==> config.mk <==
export PLATFORM = sky130hd
export DESIGN_NAME = source_text_tokenizer_core
export DESIGN_NICKNAME = d
export VERILOG_FILES = /design/src/hdl/stt_pkg.sv /design/src/hdl/stt_scan.sv /design/src/hdl/stt_res_fifo.sv /design/src/hdl/source_text_tokenizer_core.sv
export SDC_FILE = /design/constraint.sdc
export NUM_CORES = 1
export LEC_CHECK = 0
export ABC_AREA = 1
export BUFFER_PORTS_ARGS = -buffer_cell sky130_fd_sc_hd__buf_2
export CAP_MARGIN = 10
export CELL_PAD_IN_SITES_DETAIL_PLACEMENT = 1
export CELL_PAD_IN_SITES_GLOBAL_PLACEMENT = 1
export CORE_MARGIN = 1
export CORE_UTILIZATION = 47
export DETAILED_ROUTE_END_ITERATION = 16
export GPL_TIMING_DRIVEN = 0
export PLACE_DENSITY = 0.85
export SKIP_LAST_GASP = 1
export SLEW_MARGIN = 10
export SYNTH_ARGS = -nofsm -noshare
export SYNTH_HDL_FRONTEND = slang
export SYNTH_SLANG_ARGS = --single-unit
==> constraint.sdc <==
create_clock -name clk_i -period 5 [get_ports clk_i]
set_input_delay 0.5 -clock clk_i [delete_from_list [all_inputs] [get_ports clk_i]]
set_output_delay 0.5 -clock clk_i [all_outputs]
set_load 0.05 [all_outputs]
==> src/hdl/stt_pkg.sv <==
// Package for the source text tokenizer: item types, token and class codes,
// and the character classifier. No dependencies; used by every module of the block.
`timescale 1ns / 1ps
`default_nettype none

package stt_pkg;

  localparam int unsigned OffsetBits = 16;
  localparam int unsigned TokW       = 16;
  localparam int unsigned FifoDepth  = 4;
  localparam int unsigned FifoPtrW   = $clog2(FifoDepth);
  localparam int unsigned FifoCntW   = $clog2(FifoDepth + 1);

  localparam logic ModeByte = 1'b0;
  localparam logic ModeEnd  = 1'b1;

  typedef logic [OffsetBits-1:0] offset_t;

  typedef enum logic [2:0] {
    TK_IDENT = 3'd0,
    TK_INT   = 3'd1,
    TK_OP    = 3'd2,
    TK_SEP   = 3'd3,
    TK_END   = 3'd4,
    TK_BAD   = 3'd5,
    TK_OVF   = 3'd6
  } token_kind_e;

  typedef enum logic [1:0] {
    SC_NONE  = 2'd0,
    SC_IDENT = 2'd1,
    SC_INT   = 2'd2,
    SC_OP    = 2'd3
  } scan_class_e;

  typedef enum logic [2:0] {
    CC_SPACE,
    CC_ALPHA,
    CC_DIGIT,
    CC_OP,
    CC_SEP,
    CC_BAD
  } char_class_e;

  typedef struct packed {
    logic       mode;
    logic [7:0] text_byte;
  } in_item_t;

  typedef struct packed {
    logic [2:0]      token_kind;
    logic [TokW-1:0] token_start;
    logic [TokW-1:0] token_length;
    logic [7:0]      bad_byte;
    logic            last_of_run;
  } out_item_t;

  // Results produced by one item, in order; num tells how many are valid.
  typedef struct packed {
    logic [1:0]      num;
    out_item_t [1:0] res;
  } res_pair_t;

  // Underscore counts as a letter since it may start an identifier.
  function automatic char_class_e classify(input logic [7:0] c);
    char_class_e cls;
    cls = CC_BAD;
    if ((c >= "A" && c <= "Z") || (c >= "a" && c <= "z") || c == "_") begin
      cls = CC_ALPHA;
    end else if (c >= "0" && c <= "9") begin
      cls = CC_DIGIT;
    end else begin
      case (c)
        " ", 8'h09, 8'h0A, 8'h0D: cls = CC_SPACE;
        "+", "-", "*", "/", "%", "&", "|", "^", "=", "!", ">", "<", ".", "~":
          cls = CC_OP;
        "(", ")", "{", "}", "[", "]", ",", ";": cls = CC_SEP;
        default: cls = CC_BAD;
      endcase
    end
    return cls;
  endfunction

endpackage

`default_nettype wire

==> src/hdl/stt_scan.sv <==
// Scanner: input item register, token state and the single-pass decision logic.
// Depends on stt_pkg; hands up to two results per item to the result queue.
`timescale 1ns / 1ps
`default_nettype none

module stt_scan (
  input  logic               clk_i,
  input  logic               rst_ni,
  input  logic               in_valid_i,
  output logic               in_stall_o,
  input  stt_pkg::in_item_t  in_item_i,
  input  logic               room_i,
  output stt_pkg::res_pair_t push_o
);
  import stt_pkg::*;

  logic        item_valid_q, item_valid_d;
  in_item_t    item_q;
  scan_class_e class_q, class_d;
  offset_t     begin_q, begin_d;
  offset_t     position_q, position_d;
  logic        stuck_q, stuck_d;

  logic        fire, accept, cont, has_flush, has_extra;
  char_class_e cls;
  out_item_t   flush_res, extra_res;
  offset_t     span;

  assign fire       = item_valid_q && room_i;
  assign in_stall_o = item_valid_q && !room_i;
  assign accept     = in_valid_i && !in_stall_o;

  always_comb begin
    item_valid_d = item_valid_q;
    if (accept) begin
      item_valid_d = 1'b1;
    end else if (fire) begin
      item_valid_d = 1'b0;
    end
  end

  assign cls  = classify(item_q.text_byte);
  assign span = position_q - begin_q;

  always_comb begin
    unique case (class_q)
      SC_IDENT: cont = (cls == CC_ALPHA) || (cls == CC_DIGIT);
      SC_INT:   cont = (cls == CC_DIGIT);
      SC_OP:    cont = (cls == CC_OP);
      default:  cont = 1'b0;
    endcase
  end

  always_comb begin
    flush_res = '0;
    unique case (class_q)
      SC_IDENT: flush_res.token_kind = TK_IDENT;
      SC_INT:   flush_res.token_kind = TK_INT;
      default:  flush_res.token_kind = TK_OP;
    endcase
    flush_res.token_start  = TokW'(begin_q);
    flush_res.token_length = TokW'(span);
  end

  always_comb begin
    has_flush  = 1'b0;
    has_extra  = 1'b0;
    extra_res  = '0;
    class_d    = class_q;
    begin_d    = begin_q;
    position_d = position_q;
    stuck_d    = stuck_q;
    if (fire) begin
      if (item_q.mode == ModeEnd) begin
        has_flush             = !stuck_q && (class_q != SC_NONE);
        has_extra             = 1'b1;
        extra_res.token_kind  = TK_END;
        extra_res.token_start = TokW'(position_q);
        class_d               = SC_NONE;
        begin_d               = '0;
        position_d            = '0;
        stuck_d               = 1'b0;
      end else if (!stuck_q) begin
        if (&position_q) begin
          // Offset counter is exhausted: report it and stop scanning.
          has_flush             = (class_q != SC_NONE);
          has_extra             = 1'b1;
          extra_res.token_kind  = TK_OVF;
          extra_res.token_start = TokW'(position_q);
          class_d               = SC_NONE;
          stuck_d               = 1'b1;
        end else begin
          if (!cont) begin
            has_flush = (class_q != SC_NONE);
            class_d   = SC_NONE;
            unique case (cls)
              CC_SPACE: ;
              CC_ALPHA: begin
                class_d = SC_IDENT;
                begin_d = position_q;
              end
              CC_DIGIT: begin
                class_d = SC_INT;
                begin_d = position_q;
              end
              CC_OP: begin
                class_d = SC_OP;
                begin_d = position_q;
              end
              CC_SEP: begin
                has_extra              = 1'b1;
                extra_res.token_kind   = TK_SEP;
                extra_res.token_start  = TokW'(position_q);
                extra_res.token_length = TokW'(1);
              end
              default: begin
                has_extra              = 1'b1;
                extra_res.token_kind   = TK_BAD;
                extra_res.token_start  = TokW'(position_q);
                extra_res.token_length = TokW'(1);
                extra_res.bad_byte     = item_q.text_byte;
                stuck_d                = 1'b1;
              end
            endcase
          end
          // A bad byte leaves the offset where it was.
          if (!(!cont && cls == CC_BAD)) begin
            position_d = position_q + offset_t'(1);
          end
        end
      end
    end
  end

  always_comb begin
    push_o     = '0;
    push_o.num = {1'b0, has_flush} + {1'b0, has_extra};
    if (has_flush) begin
      push_o.res[0]             = flush_res;
      push_o.res[0].last_of_run = !has_extra;
      push_o.res[1]             = extra_res;
    end else begin
      push_o.res[0] = extra_res;
    end
    push_o.res[1].last_of_run = 1'b1;
    push_o.res[0].last_of_run = has_flush ? !has_extra : 1'b1;
  end

  always_ff @(posedge clk_i or negedge rst_ni) begin
    if (!rst_ni) begin
      item_valid_q <= 1'b0;
      class_q      <= SC_NONE;
      begin_q      <= '0;
      position_q   <= '0;
      stuck_q      <= 1'b0;
    end else begin
      item_valid_q <= item_valid_d;
      class_q      <= class_d;
      begin_q      <= begin_d;
      position_q   <= position_d;
      stuck_q      <= stuck_d;
    end
  end

  always_ff @(posedge clk_i) begin
    if (accept) begin
      item_q <= in_item_i;
    end
  end

  assert property (@(posedge clk_i) disable iff (!rst_ni)
    fire && item_q.mode == ModeEnd |=>
      position_q == '0 && !stuck_q && class_q == SC_NONE)
    else $error("state not cleared after end of text");

  assert property (@(posedge clk_i) disable iff (!rst_ni)
    fire && item_q.mode == ModeByte && stuck_q |-> push_o.num == 2'd0)
    else $error("result produced while stuck on error");

  assert property (@(posedge clk_i) disable iff (!rst_ni)
    push_o.num != 2'd0 |-> fire)
    else $error("results pushed without a processed item");

  assert property (@(posedge clk_i) disable iff (!rst_ni)
    !fire |=> $stable(position_q) && $stable(stuck_q))
    else $error("scan state changed without an item");

endmodule

`default_nettype wire

==> src/hdl/stt_res_fifo.sv <==
// Result queue: takes up to two results per cycle from the scanner and hands
// them out one per cycle unless stalled. Depends on stt_pkg for result types and depth.
`timescale 1ns / 1ps
`default_nettype none

module stt_res_fifo (
  input  logic                clk_i,
  input  logic                rst_ni,
  input  stt_pkg::res_pair_t  push_i,
  output logic                room_o,
  output logic                out_valid_o,
  input  logic                out_stall_i,
  output stt_pkg::out_item_t  out_item_o
);
  import stt_pkg::*;

  out_item_t           mem_q [FifoDepth];
  logic [FifoPtrW-1:0] wr_ptr_q, wr_ptr_d;
  logic [FifoPtrW-1:0] rd_ptr_q, rd_ptr_d;
  logic [FifoCntW-1:0] count_q, count_d;
  logic                pop;

  // Room is judged on the registered count so the stall has no path from the output.
  assign room_o      = (count_q <= FifoCntW'(FifoDepth - 2));
  assign out_valid_o = (count_q != '0);
  assign out_item_o  = mem_q[rd_ptr_q];
  assign pop         = out_valid_o && !out_stall_i;

  always_comb begin
    wr_ptr_d = wr_ptr_q + FifoPtrW'(push_i.num);
    rd_ptr_d = rd_ptr_q + FifoPtrW'(pop);
    count_d  = count_q + FifoCntW'(push_i.num) - FifoCntW'(pop);
  end

  always_ff @(posedge clk_i or negedge rst_ni) begin
    if (!rst_ni) begin
      wr_ptr_q <= '0;
      rd_ptr_q <= '0;
      count_q  <= '0;
    end else begin
      wr_ptr_q <= wr_ptr_d;
      rd_ptr_q <= rd_ptr_d;
      count_q  <= count_d;
    end
  end

  always_ff @(posedge clk_i) begin
    if (push_i.num != 2'd0) begin
      mem_q[wr_ptr_q] <= push_i.res[0];
    end
    if (push_i.num == 2'd2) begin
      mem_q[wr_ptr_q + FifoPtrW'(1)] <= push_i.res[1];
    end
  end

  assert property (@(posedge clk_i) disable iff (!rst_ni)
    count_q <= FifoCntW'(FifoDepth))
    else $error("result queue overfilled");

  assert property (@(posedge clk_i) disable iff (!rst_ni)
    push_i.num != 2'd0 |-> room_o)
    else $error("results pushed without room");

  assert property (@(posedge clk_i) disable iff (!rst_ni)
    pop && push_i.num == 2'd0 |=> count_q == $past(count_q) - FifoCntW'(1))
    else $error("queue count wrong after a pop");

endmodule

`default_nettype wire

==> src/hdl/source_text_tokenizer_core.sv <==
// Top level of the source text tokenizer: scanner plus result queue.
// Depends on stt_pkg, stt_scan and stt_res_fifo.
//
// Usage: feed one item per cycle on the input channel (in_valid_i, in_stall_o,
// in_item_i): a text byte with mode 0, or an end-of-text mark with mode 1.
// Tokens leave on the output channel (out_valid_o, out_stall_i, out_item_o) as
// kind, start offset, length and, for a bad character, the byte itself; the
// token text stays in the caller's memory. last_of_run marks the last result
// of an item. An item is registered on acceptance and decided once the result
// queue has room. Throughput is one item per cycle while items give at most
// one result each and the output is not stalled; an item that closes a token
// and also gives a separator, error, end-of-text or overflow result gives two,
// and the output port hands out one result per cycle. Input stalls only when
// the four-entry result queue cannot take two more results. A stalled output
// holds its item; results are never dropped.
// Reset clears the token state and the offset to 0 and empties the queue.
// After a bad character or an offset overflow, bytes are ignored until the
// end-of-text item, which also returns the offset to 0.
`timescale 1ns / 1ps
`default_nettype none

module source_text_tokenizer_core (
  input  logic               clk_i,
  input  logic               rst_ni,
  input  logic               in_valid_i,
  output logic               in_stall_o,
  input  stt_pkg::in_item_t  in_item_i,
  output logic               out_valid_o,
  input  logic               out_stall_i,
  output stt_pkg::out_item_t out_item_o
);
  import stt_pkg::*;

  res_pair_t push;
  logic      room;

  stt_scan u_scan (
    .clk_i      (clk_i),
    .rst_ni     (rst_ni),
    .in_valid_i (in_valid_i),
    .in_stall_o (in_stall_o),
    .in_item_i  (in_item_i),
    .room_i     (room),
    .push_o     (push)
  );

  stt_res_fifo u_res_fifo (
    .clk_i       (clk_i),
    .rst_ni      (rst_ni),
    .push_i      (push),
    .room_o      (room),
    .out_valid_o (out_valid_o),
    .out_stall_i (out_stall_i),
    .out_item_o  (out_item_o)
  );

endmodule

`default_nettype wire
# Yosys cells after proc, flatten, opt, wreduce, memory -nomap -nowiden

Memories as Yosys holds them, arrays and structs flattened. A register that Yosys moved wholly into a read port is not among the register bits.
Index checks and enable logic that the tools add are counted.

Bits in registers: 52
Bits of input ports: 13
Logic and storage cells: 127
Output and inout port bits: 46
RAM bits: 176
Memories: 2
ROM bits: 384

Memory list:

| name             | depth | bits a word | rd ports | clocked after memory_dff | write ports | line               | RTL |
|---|---|---|---|---|---|---|---|
| (name not given) | 128   | 3           | 1        | 1                        | 0           | stt_pkg.sv:73      | `case (c)` |
| u_res_fifo.mem_q | 4     | 44          | 1        | 0                        | 2           | stt_res_fifo.sv:17 | `out_item_t mem_q [FifoDepth];` |

Order comparisons: 7
Equal/unequal tests: 15
Mux-type cells: 54
Reduce and logical (&&, ||, !) cells: 31
$add $sub $neg: 8

Operators by type and width:

| cell                                                   | count |
|---|---|
| two-way mux 16 bit                                     | 9 |
| two-way mux 43 bit                                     | 3 |
| two-way mux 44 bit                                     | 2 |
| one-hot mux 35 bit (2 select lines)                    | 1 |
| two-way mux 24 bit                                     | 2 |
| two-way mux 19 bit                                     | 2 |
| two-way mux 1 bit                                      | 23 |
| adder 16 x 1 -> 16 bit (second input constant)         | 1 |
| >= comparator 8 x 7 -> 1 bit (second input constant)   | 2 |
| <= comparator 8 x 7 -> 1 bit (second input constant)   | 2 |
| AND reduction 16 bit                                   | 1 |
| subtractor 16 bit                                      | 1 |
| logical AND 1 bit                                      | 9 |
| two-way mux 3 bit                                      | 3 |
| == test 8 x 7 -> 1 bit (second input constant)         | 1 |
| >= comparator 8 x 6 -> 1 bit (second input constant)   | 1 |
| <= comparator 8 x 6 -> 1 bit (second input constant)   | 1 |
| two-way mux 2 bit                                      | 4 |
| two-way mux 8 bit                                      | 1 |
| inequality test 2 x 1 -> 1 bit (second input constant) | 4 |
| nonzero test 2 bit                                     | 4 |
| two-way mux 7 bit                                      | 1 |
| == test 2 bit (second input constant)                  | 3 |
| == test 3 x 2 -> 1 bit (second input constant)         | 2 |
| 24 further kinds                                       | 32 |

# Longest topological paths before layout

Depth after elaboration: 17
Gate-level depth with buffers: 24

# By module

Synthesis repeated with hierarchy kept, for this count alone.

Cells, all modules: 1624
Area total of the unflattened synthesis: 13449.1 um^2

By module, submodules not included:

| module       | times used | area each (um^2) | cells each |
|---|---|---|---|
| stt_res_fifo | 1          | 8901.0           | 961 |
| stt_scan     | 1          | 4548.1           | 663 |

# Least setup slack after synthesis

OpenSTA, ideal clock, no wires.

Kind: reg2reg
Start: reg u_scan.item_q[3] (netlist name)
End: mem u_res_fifo.mem_q[1][18] (netlist name)
Path buffers: 3
Setup time: 0.114 ns
Slack: 0.940 ns
Clock period less this slack: 4.060 ns
Stages on the path, launching flop included: 23
Required time: 4.886 ns
Arrival: 3.946 ns
Path through: edfxtp_1 > nand2_1 > clkinv_1 > nand2_1 > nand3_1 > nand2_1 > nand2_1 > nand2_1 > o21ai_0 > nand3_1 > nand2_1 > nand3_4 > nand2_2 > buf_6 > buf_12 > ha_1 > nor3_1 > inv_1 > nand2_1 > inv_1 > clkbuf_1 > nand2_1 > nand2_1

RTL lines:

| element                | line               | RTL |
|---|---|---|
| from (decl)            | stt_scan.sv:18     | `in_item_t item_q;` |
| from (signal assigned) | stt_scan.sv:167    | `item_q <= in_item_i;` |
| to (decl)              | stt_res_fifo.sv:17 |  |

==> metrics.md <==
| Metric | Value |
|---|---|
| Outcome | completed |
| Std cell rows | 59 |
| Most used DFF post-synth | edfxtp_1 |
| Maximum VDD drop | slightly above 0.0005 V |
| Setup TNS | 0 ps |
| Sequential cell area | 0.00605 mm2 |
| Port Buf Inserts | 58 |
| GRT Resource Usage Total | 0.330 |
| Worst R2R Setup Slack | 330 ps |
| Share of layout cells above drive strength 1 | 0.0924 |
| Crit path top cell by count | nand2_1 |
| Register area share after synthesis | 0.486 |
| Post-Syn Area per Cell | 7.90 um2 |
| Reg2Reg Depth | 21 |
| Post-DRT Antenna Nets | 0 |
| Post-CTS setup buffers | 0 |
| Clock Path Buffers | 3 |
| Slew margin rel. | 0.267 |
| Unrepaired setup endpoints after global routing | false |
| RD Place Congestion | around 0.95 |
| Die area | 0.0272 mm2 |
| Worst skew pair latency | ~550 ps |
| Setup violators final | 0 |
| Synth cell types | 46 |
| Global-route wire length before repair | 67,900 um |
| Fin util | 0.542 |
| Pwr Density | 679 mW/mm2 |
| Via/cell ratio | 5.93 |
| Fmax achieved | 214 MHz |
| Vias in the first global route | 12,100 |
| Grt met1 use | 0.430 |
| Synth Warn # | 0 |
| Arrival time at the worst endpoint | 5110 ps |
| Core box area | 0.0261 mm2 |
| Int Power | around 4800 uW |
| Multi-input gate area | 0.00568 mm2 |
| Sequential share of power | 0.283 |
| TritonCTS clock tree | done |
| CP required | 5440 ps |
| Least-Margin Pin Slew | 1100 ps |
| Worst slack, placed | -121 ps |
| Most used routing layer | met2 |
| Post-Route WL | 44,000 um |
| Clock skew | 9.00 ps |
| CP Capture Type | flip-flop |
| Initial Utilization | 0.478 |
| Worst min path class | primary input to flip-flop |
| Wire length per cell | 21.7 um |
| # diodes | 0 |
| Setup slack after layout | 329 ps |
| Placed Cells incl. Taps | around 2,000 |
| Final Total Pwr | 9580 uW |
| Critical path origin | u_scan.position_q[1] |
| Global routing usage on met3 | 0.0452 |
| Post-DP HPWL | 31,600 um |
| Leakage | between 0.006 and 0.007 uW |
| GRT overflow | 0 |
| Crit-path max cell delay | 520 ps |
| Root buf cell | clkbuf_16 |
| Top Ports | 59 |
| Synth Register Bits | 231 |
| CTS sink count | 231 |
| # fillers | between 3,000 and 4,000 |
| Die Span Y | 165 um |
| H-tree depth | 1 |
| Critical path cell sequence | ha_1 > nand2_1 > inv_1 > nand2_1 > nor2_1 > nand3_1 > nand2_1 > inv_2 > nand3_4 > nand2_2 > buf_6 > buf_12 > ha_1 > nor3_2 > buf_2 > inv_1 > nand2_2 > inv_1 > clkbuf_1 > nand2_1 > nand2_1 |
| Mapped Area | 0.0125 mm2 |
| Final hold vios | 0 |
| Clock-pin slew of the registers on the worst-case setup and hold paths | 60 ps |
| Met2 Usage GRT | 0.551 |
| Fin crit share | 0.934 |
| DRT Pass-1 Iters | 5 |
| Fraction of registers with async set/reset | 0.186 |
| Crit path kind | flip-flop to flip-flop |
| Reg-to-reg endpoint | u_res_fifo.mem_q[1][21] |
| Nets | between 1,500 and 2,000 |
| Hold_buf cts | 0 |
| DRC viols | 0 |
| Psw | around 4800 uW |
| CTS buffer count | 27 |
| Post-CTS Resized | 1 |
| FF-to-FF Start | u_scan.position_q[1] |
| Die Span X | 165 um |
| Clk pwr share | 0.201 |
| Combinational share of power | 0.517 |
| Initial antenna violation count | 0 |
| Gate Count Post-Synth | 1,576 |
| Critical path's slowest cell | dfrtp_1 |
| Net Sw Frac | 0.503 |
| Non-Filler Instances | between 2,000 and 2,500 |
| # Max-Cap Violations | 0 |
| Final Max Slew Viols | 0 |
| Initial DRC Count | 1,201 |
| Post-synth EDFFs | about 120 |
| Largest fanout on the critical path | 10 |
| Critical Path End | u_res_fifo.mem_q[1][21] |
| Net count after synthesis | around 1,600 |
| Synth-to-Final Area Change | 13.4% |
| Total vias in the final route | 12,000 |
| Worst Setup Start Kind | flip-flop |
| Largest net degree at the start of global routing | 44 |
| Min Tclk post-route | roughly 4700 ps |
-- cells by family (layout without fill, tap and decap cells) --
family	Yosys count	after routing	share of synthesized area
AOI/OAI and AO/OA	262	262	0.113
buffers and inverters	190	303	0.0604
xor gates and xnor gates	24	24	0.0169
DFF	231	231	0.486
and+or+nand+nor	831	831	0.284
adders and majority gates	38	38	0.0394
-- final cells by class --
type                       count  share of cell area
sequential                   231               0.428
multi-input combinational   1155               0.402
clock buffer                  32              0.0492
inverter                     116              0.0310
tap                          335              0.0297
timing repair buffer          63              0.0260
buffer                        74              0.0224
clock inverter                18              0.0109
-- metal layers --
metal / up-vias / share of wire
li1: 5472 / -
met1: 5865 / 0.41
met2: 533 / 0.47
met3: 130 / 0.077
met4: 0 / 0.041
met5: - / 0
-- worst min path at each step --
stage                             from                 endpoint  slack (ps)  depth (start not counted)
6_report                  in_item_i[8]         u_scan.item_q[8]         130                          1
5_1_grt                   in_item_i[8]         u_scan.item_q[8]         130                          1
4_1_cts                   in_item_i[8]         u_scan.item_q[8]         120                          1
3_3_place_gp   u_res_fifo.mem_q[2][23]  u_res_fifo.mem_q[2][23]         430                          2
3_5_place_dp   u_res_fifo.mem_q[1][14]  u_res_fifo.mem_q[1][14]         440                          2
2_1_floorplan                   rst_ni    u_res_fifo.count_q[0]         200                          0
-- registers in the layout, summed over array words and instances (netlist names), named ones only --
signal	count
u_scan.stuck_q	1
u_scan.item_valid_q	1
u_scan.class_q	2
u_scan.position_q	16
u_res_fifo.count_q	3
u_scan.item_q	9
u_res_fifo.wr_ptr_q	2
u_res_fifo.rd_ptr_q	2
u_res_fifo.mem_q	176
u_scan.begin_q	16
-- cell usage after synthesis, types with 11 or more instances --
cell | n | area [um2]
inv_1 | 107 | 402
nor2_1 | 160 | 601
o22ai_1 | 45 | 282
nor3_1 | 20 | 100
a21oi_1 | 61 | 305
o21ai_0 | 141 | 706
ha_1 | 36 | 450
nand2_1 | 431 | 1620
clkbuf_1 | 61 | 229
nand3_1 | 182 | 911
dfxtp_1 | 67 | 1340
dfrtp_1 | 43 | 1080
nand2_2 | 11 | 68.8
xor2_1 | 16 | 140
edfxtp_1 | 121 | 3630
-- power groups by stage --
stage / clock network (uW) / logic [uW] / registers [uW]
final: 1920 / 4950 / 2710
after global routing: 1990 / 5300 / 2750
after CTS: 1920 / 4900 / 2700
after detailed placement: 0 / 4860 / 2730
after global placement: 0 / 4660 / 2710
after floorplan: 0 / 3360 / 2660
-- layout by cell type, fill, tap and decap left out, types with 4 or more instances in the layout --
| master | count |
|---|---|
| a21oi_1 | 61 |
| buf_2 | 69 |
| clkbuf_1 | 66 |
| clkbuf_16 | 27 |
| clkinv_1 | 10 |
| clkinv_2 | 5 |
| dfrtp_1 | 43 |
| dfxtp_1 | 67 |
| edfxtp_1 | 121 |
| ha_1 | 36 |
| inv_1 | 106 |
| inv_2 | 6 |
| nand2_1 | 428 |
| nand2_2 | 14 |
| nand3_1 | 182 |
| nand3_2 | 4 |
| nand4_2 | 4 |
| nor2_1 | 160 |
| nor3_1 | 17 |
| nor3_2 | 4 |
| o21ai_0 | 141 |
| o22ai_1 | 45 |
| or2_2 | 4 |
| xnor2_1 | 8 |
| xor2_1 | 16 |
-- stage by stage --
step	hold slack, ps	cell area (um2)
finish	129	14100
global route	128	14100
CTS	123	14100
detailed placement	436	13300
global placement	431	13200
floorplan	204	12500
-- worst max-delay path: cells and delay by family, from the launching register on --
kind / cells / cell delay, ps
simple gates: 11 / 1990
flops: 1 / 520
buf+inv: 8 / 1470
fa+ha+maj: 2 / 570
Note: power is estimated with default switching activity, not from simulation.
